<file path="config.mk">
export PLATFORM = sky130hd
export DESIGN_NAME = wpm_ctrl
export DESIGN_NICKNAME = d
export VERILOG_FILES = /design/src/sv/wpm_pkg.sv /design/src/sv/wpm_ctrl.sv
export VERILOG_INCLUDE_DIRS = /design/src /design/src/sv
export SDC_FILE = /design/constraint.sdc
export NUM_CORES = 1
export LEC_CHECK = 0
export BUFFER_PORTS_ARGS = -buffer_cell sky130_fd_sc_hd__buf_4
export CORE_AREA = 2 2 39 41
export DETAILED_ROUTE_END_ITERATION = 12
export DIE_AREA = 0 0 41 43
export GPL_TIMING_DRIVEN = 0
export PLACE_DENSITY = 0.41
export SLEW_MARGIN = 30
export SYNTH_ARGS = -nofsm -noshare
export SYNTH_HDL_FRONTEND = slang
export SYNTH_SLANG_ARGS = --single-unit
</file>
<file path="constraint.sdc">
create_clock -name clk -period 2.22 [get_ports clk]
set_clock_uncertainty 0.05 [all_clocks]
set_input_delay 0.444 -clock clk [delete_from_list [all_inputs] [get_ports clk]]
set_output_delay 0.444 -clock clk [all_outputs]
set_load 0.03 [all_outputs]
</file>
<file path="src/sv/assert_macros.svh">
// ----------------------------------------------------------------------------
// Assertion macros
// Shared concurrent assertion forms for the moving product mean block.
// ----------------------------------------------------------------------------
`ifndef ASSERT_MACROS_SVH
`define ASSERT_MACROS_SVH

// Property must hold at every clock edge outside reset.
`define WPM_ASSERT(lbl, clk, rst_n, prop, msg) \
	lbl: assert property (@(posedge clk) disable iff (!rst_n) prop) else $error(msg);

// Condition must never be seen outside reset.
`define WPM_NEVER(lbl, clk, rst_n, cond, msg) \
	lbl: assert property (@(posedge clk) disable iff (!rst_n) !(cond)) else $error(msg);

`endif

</file>
<file path="src/sv/wpm_pkg.sv">
// ----------------------------------------------------------------------------
// wpm_pkg
// Types and constants for the windowed product mean block.
// ----------------------------------------------------------------------------
package wpm_pkg;

	localparam int WINDOW_MAX = 256;
	localparam int ADDR_W     = $clog2(WINDOW_MAX);
	localparam int CNT_W      = $clog2(WINDOW_MAX + 1);
	localparam int SAMPLE_W   = 24;
	localparam int PROD_W     = 48;
	localparam int SUM_W      = 56;
	localparam int COV_W      = 48;
	localparam int USED_W     = 9;
	localparam int WIN_W      = 9;
	localparam int DCNT_W     = $clog2(SUM_W + 1);
	localparam int DATA_W     = 32;
	localparam int PADDR_W    = 3;

	localparam logic [WIN_W-1:0] WIN_RESET = WIN_W'(20);
	localparam logic [PADDR_W-3:0] REG_WINDOW = '0;

	typedef struct packed {
		logic signed [SAMPLE_W-1:0] sample_a;
		logic signed [SAMPLE_W-1:0] sample_b;
	} sample_t;

	typedef struct packed {
		logic signed [COV_W-1:0] covariance;
		logic [USED_W-1:0]       samples_used;
	} result_t;

	typedef enum logic [2:0] {
		ST_IDLE,
		ST_WRITE,
		ST_SUM,
		ST_DIV,
		ST_DONE
	} state_t;

	typedef struct packed {
		logic accept;
		logic write_ring;
		logic sum_run;
		logic div_load;
		logic div_step;
		logic load_out;
	} cmd_t;

	typedef struct packed {
		logic sum_done;
		logic div_done;
		logic out_full;
	} status_t;

endpackage

</file>
<file path="src/sv/wpm_ctrl.sv">
// ----------------------------------------------------------------------------
// wpm_ctrl
// Sequencer: accept, ring write, windowed sum, serial divide, result load.
// ----------------------------------------------------------------------------
`include "assert_macros.svh"

module wpm_ctrl
	import wpm_pkg::*;
(
	input  logic    clk,
	input  logic    arst_n,
	input  logic    sample_valid,
	output logic    sample_ready,
	input  logic    result_ready,
	input  status_t status,
	output cmd_t    cmd
);

	state_t state_q, state_d;

	always_ff @(posedge clk or negedge arst_n) begin
		if (!arst_n) begin
			state_q <= ST_IDLE;
		end else begin
			state_q <= state_d;
		end
	end

	always_comb begin
		state_d      = state_q;
		cmd          = '0;
		sample_ready = 1'b0;
		unique case (state_q)
			ST_IDLE: begin
				// a finished result may still sit in the output register
				sample_ready = 1'b1;
				if (sample_valid) begin
					cmd.accept = 1'b1;
					state_d    = ST_WRITE;
				end
			end
			ST_WRITE: begin
				cmd.write_ring = 1'b1;
				state_d        = ST_SUM;
			end
			ST_SUM: begin
				cmd.sum_run = 1'b1;
				if (status.sum_done) begin
					cmd.div_load = 1'b1;
					state_d      = ST_DIV;
				end
			end
			ST_DIV: begin
				if (status.div_done) begin
					state_d = ST_DONE;
				end else begin
					cmd.div_step = 1'b1;
				end
			end
			ST_DONE: begin
				if (!status.out_full || result_ready) begin
					cmd.load_out = 1'b1;
					state_d      = ST_IDLE;
				end
			end
			default: begin
				state_d = ST_IDLE;
			end
		endcase
	end

	`WPM_ASSERT(a_load_after_div, clk, arst_n, cmd.load_out |-> status.div_done, "result loaded before divide finished")
	`WPM_ASSERT(a_accept_to_write, clk, arst_n, (sample_valid && sample_ready) |=> (state_q == ST_WRITE), "accepted request not written")

endmodule

</file>
==> flow_metrics.tcl <==
set metrics [dict create \
    syn_nets 29 \
    cp-end-kind "output port" \
    arrival_ns 1.26 \
    hold_viol_final 0 \
    drc 0 \
    coreArea_sq_um 1380 \
    grt_use_total 0.0822 \
    syn_to_final_growth_pct 69.9 \
    htreeDepth 1 \
    wl_per_cell_um 10.1 \
    crit_start "state_q[2]$_DFFE_PN0P_" \
    path_clk_slew_ns 0.04 \
    portBuffers 13 \
    drtAntennaViolNets 0 \
    drv_slew 0 \
    status "complete, no violations" \
    cts_root_buf "clkbuf_4" \
    power.density_nw_per_um2 1480 \
    min-delay-start "status[1]" \
    std_cell_rows 14 \
    dieArea_sq_um 1760 \
    chipWidth_um 41 \
    yosysWarnings 0 \
    layout_common_cells "13 x buf_4, 3 x nor3b_1, 3 x clkbuf_4, 3 x dfrtp_1" \
    worst_ir_drop_vdd_mv 0.484 \
    via_per_inst 3.98 \
    synthesis.area_sq_um 220 \
    critical-path-top-delay-family "flip-flops" \
    finalSetupViolations 0 \
    crit_required_ns 1.73 \
    crit_path_max_incr_delay_ns 0.43 \
    max_freq_mhz 569 \
    yosysSeqAreaShare 0.341 \
    power_w 0.000552 \
    synth.avg_cell_area_sq_um 10.0 \
    largest_reg_flops 3 \
    first_global_vias 243 \
    clock_latency_ns 0.23 \
    numCtsBuffers 3 \
    cp_num_buf_inv 1 \
    reg_top3 "state_q (3)" \
    cpMaxStageDelayCell "dfrtp_1" \
    leakagePower_nw 0.183 \
    maxCapViolCount 0 \
    die_y_um 43 \
    slew_headroom 0.827 \
    synth_top_area_frac 0.341 \
    antennaDiodeCount 0 \
    grt_overflow_total 0 \
    io_pins 14 \
    syn_inst 22 \
    yosysUniqueCellTypes 16 \
    fin_nets 48 \
    layout_commonest_cell "buf_4" \
    clkSinkCount 3 \
    min_period_over_period 0.791 \
    tns_ns 0 \
    cts_resized 0 \
    ys_seq_elements 3 \
    fin_crit_ns 1.76 \
    grt_pass1_wl_um 972 \
    rrSetupSlack_ns 1.15 \
    first_pass_iters 2 \
    synth.area.top_cells "dfrtp_1 34%, nor3b_1 10%, o21bai_4 8.5%" \
    crit_chain "nand2b_4 -> nor3b_1 -> buf_4" \
    critPathLaunchType "flop" \
    antenna_found_initial 0 \
    r2r_start "state_q[2]$_DFFE_PN0P_" \
    path_max_fanout 6 \
    drt_iter0_markers 3 \
    path_class "flop to output port" \
    rsz0062_at_grt "false" \
    gp_congestion 0.719 \
    cts_tree "yes" \
    regMostFlops "state_q" \
    worstMarginPinSlew_ns 0.252 \
    grt_max_degree 10 \
    routed_wl_um 563 \
    start_util 0.159 \
    yosys.area.top_type "dfrtp_1" \
    min_path_type "input port to flop" \
    clock_path_buffers 2 \
    drive_gt1_frac 0.550 \
    via_count 223 \
]
[worst register-to-register path, cell delays in order, from the launching register on]
cell,delay (ns)
dfrtp_1,0.43
nor3_2,0.24
and2_4,0.17
o21bai_4,0.10
[cells by family (layout without fill, tap and decap cells)]
kind of cell / after synthesis / after routing / share of synthesized area
multiplexers: 1 / 1 / 0.0455
AO/OA/AOI/OAI: 2 / 2 / 0.114
AND/OR/NAND/NOR: 14 / 14 / 0.432
buffers and inverters: 2 / 20 / 0.0682
flip-flops: 3 / 3 / 0.341
[synthesized netlist by cell type (all sizes together)]
cell / instances
o22ai: 1
inv: 1
nor3b: 3
mux2i: 1
o21bai: 1
buf: 1
and2: 1
nand2: 2
nor3: 2
dfrtp: 3
nor2: 2
and3: 2
nand2b: 2
[routing by layer]
metal / GRT usage / vias up / part of all wire
li1: - / 111 / -
met1: 0.103 / 101 / 0.43
met2: 0.106 / 11 / 0.47
met3: 0.0366 / 0 / 0.098
met4: 0.0600 / 0 / 0
met5: 0 / - / 0
[worst paths after layout]
check                                              end  cells after the start
min in group asynchronous       state_q[1]$_DFFE_PN0P_                      2
worst max register to register  state_q[0]$_DFFE_PN0P_                      3
worst min register to register  state_q[1]$_DFFE_PN0P_                      1
max in group asynchronous       state_q[0]$_DFFE_PN0P_                      2
worst min-delay path            state_q[2]$_DFFE_PN0P_                      3
worst max-delay path                            cmd[2]                      3
[where the power goes]
part	switching [W]	leakage, nW	internal [W]
Clock	0.0000287	0.0150	0.0000674
Sequential	0.0000305	0.0371	0.0000782
Combinational	0.000194	0.130	0.000153
[metrics by stage]
step | hold slack [ns] | std cells | cell area (sq um) | utilization | setup slack (ns)
after global placement | 0.183 | 51 | 338 | 0.244 | 0.713
after floorplan | 0.0984 | 22 | 220 | - | 0.384
final | 0.465 | 56 | 374 | 0.270 | 0.464
after global routing | 0.466 | 56 | 374 | 0.270 | 0.381
after detailed placement | 0.184 | 51 | 338 | 0.244 | 0.709
after CTS | 0.449 | 56 | 374 | 0.270 | 0.441
[layout make-up]
class	instances	area [sq um]
Buffer	1	11.3
Multi-Input combinational cell	17	130
Fill cell	157	1010
Timing Repair Buffer	14	108
Tap cell	16	20.0
Clock buffer	4	26.3
Sequential cell	3	75.1
Inverter	1	3.75
[repair_timing]
| action | 4_1_cts | 5_1_grt |
|---|---|---|
| buffers inserted | 0 | 0 |
| hold buffers | 1 | 0 |
| endpoints found under the setup margin | 0 | 0 |
| hold endpoints to repair | 3 | 0 |
No activity file was read; power rests on OpenSTA's default activity.
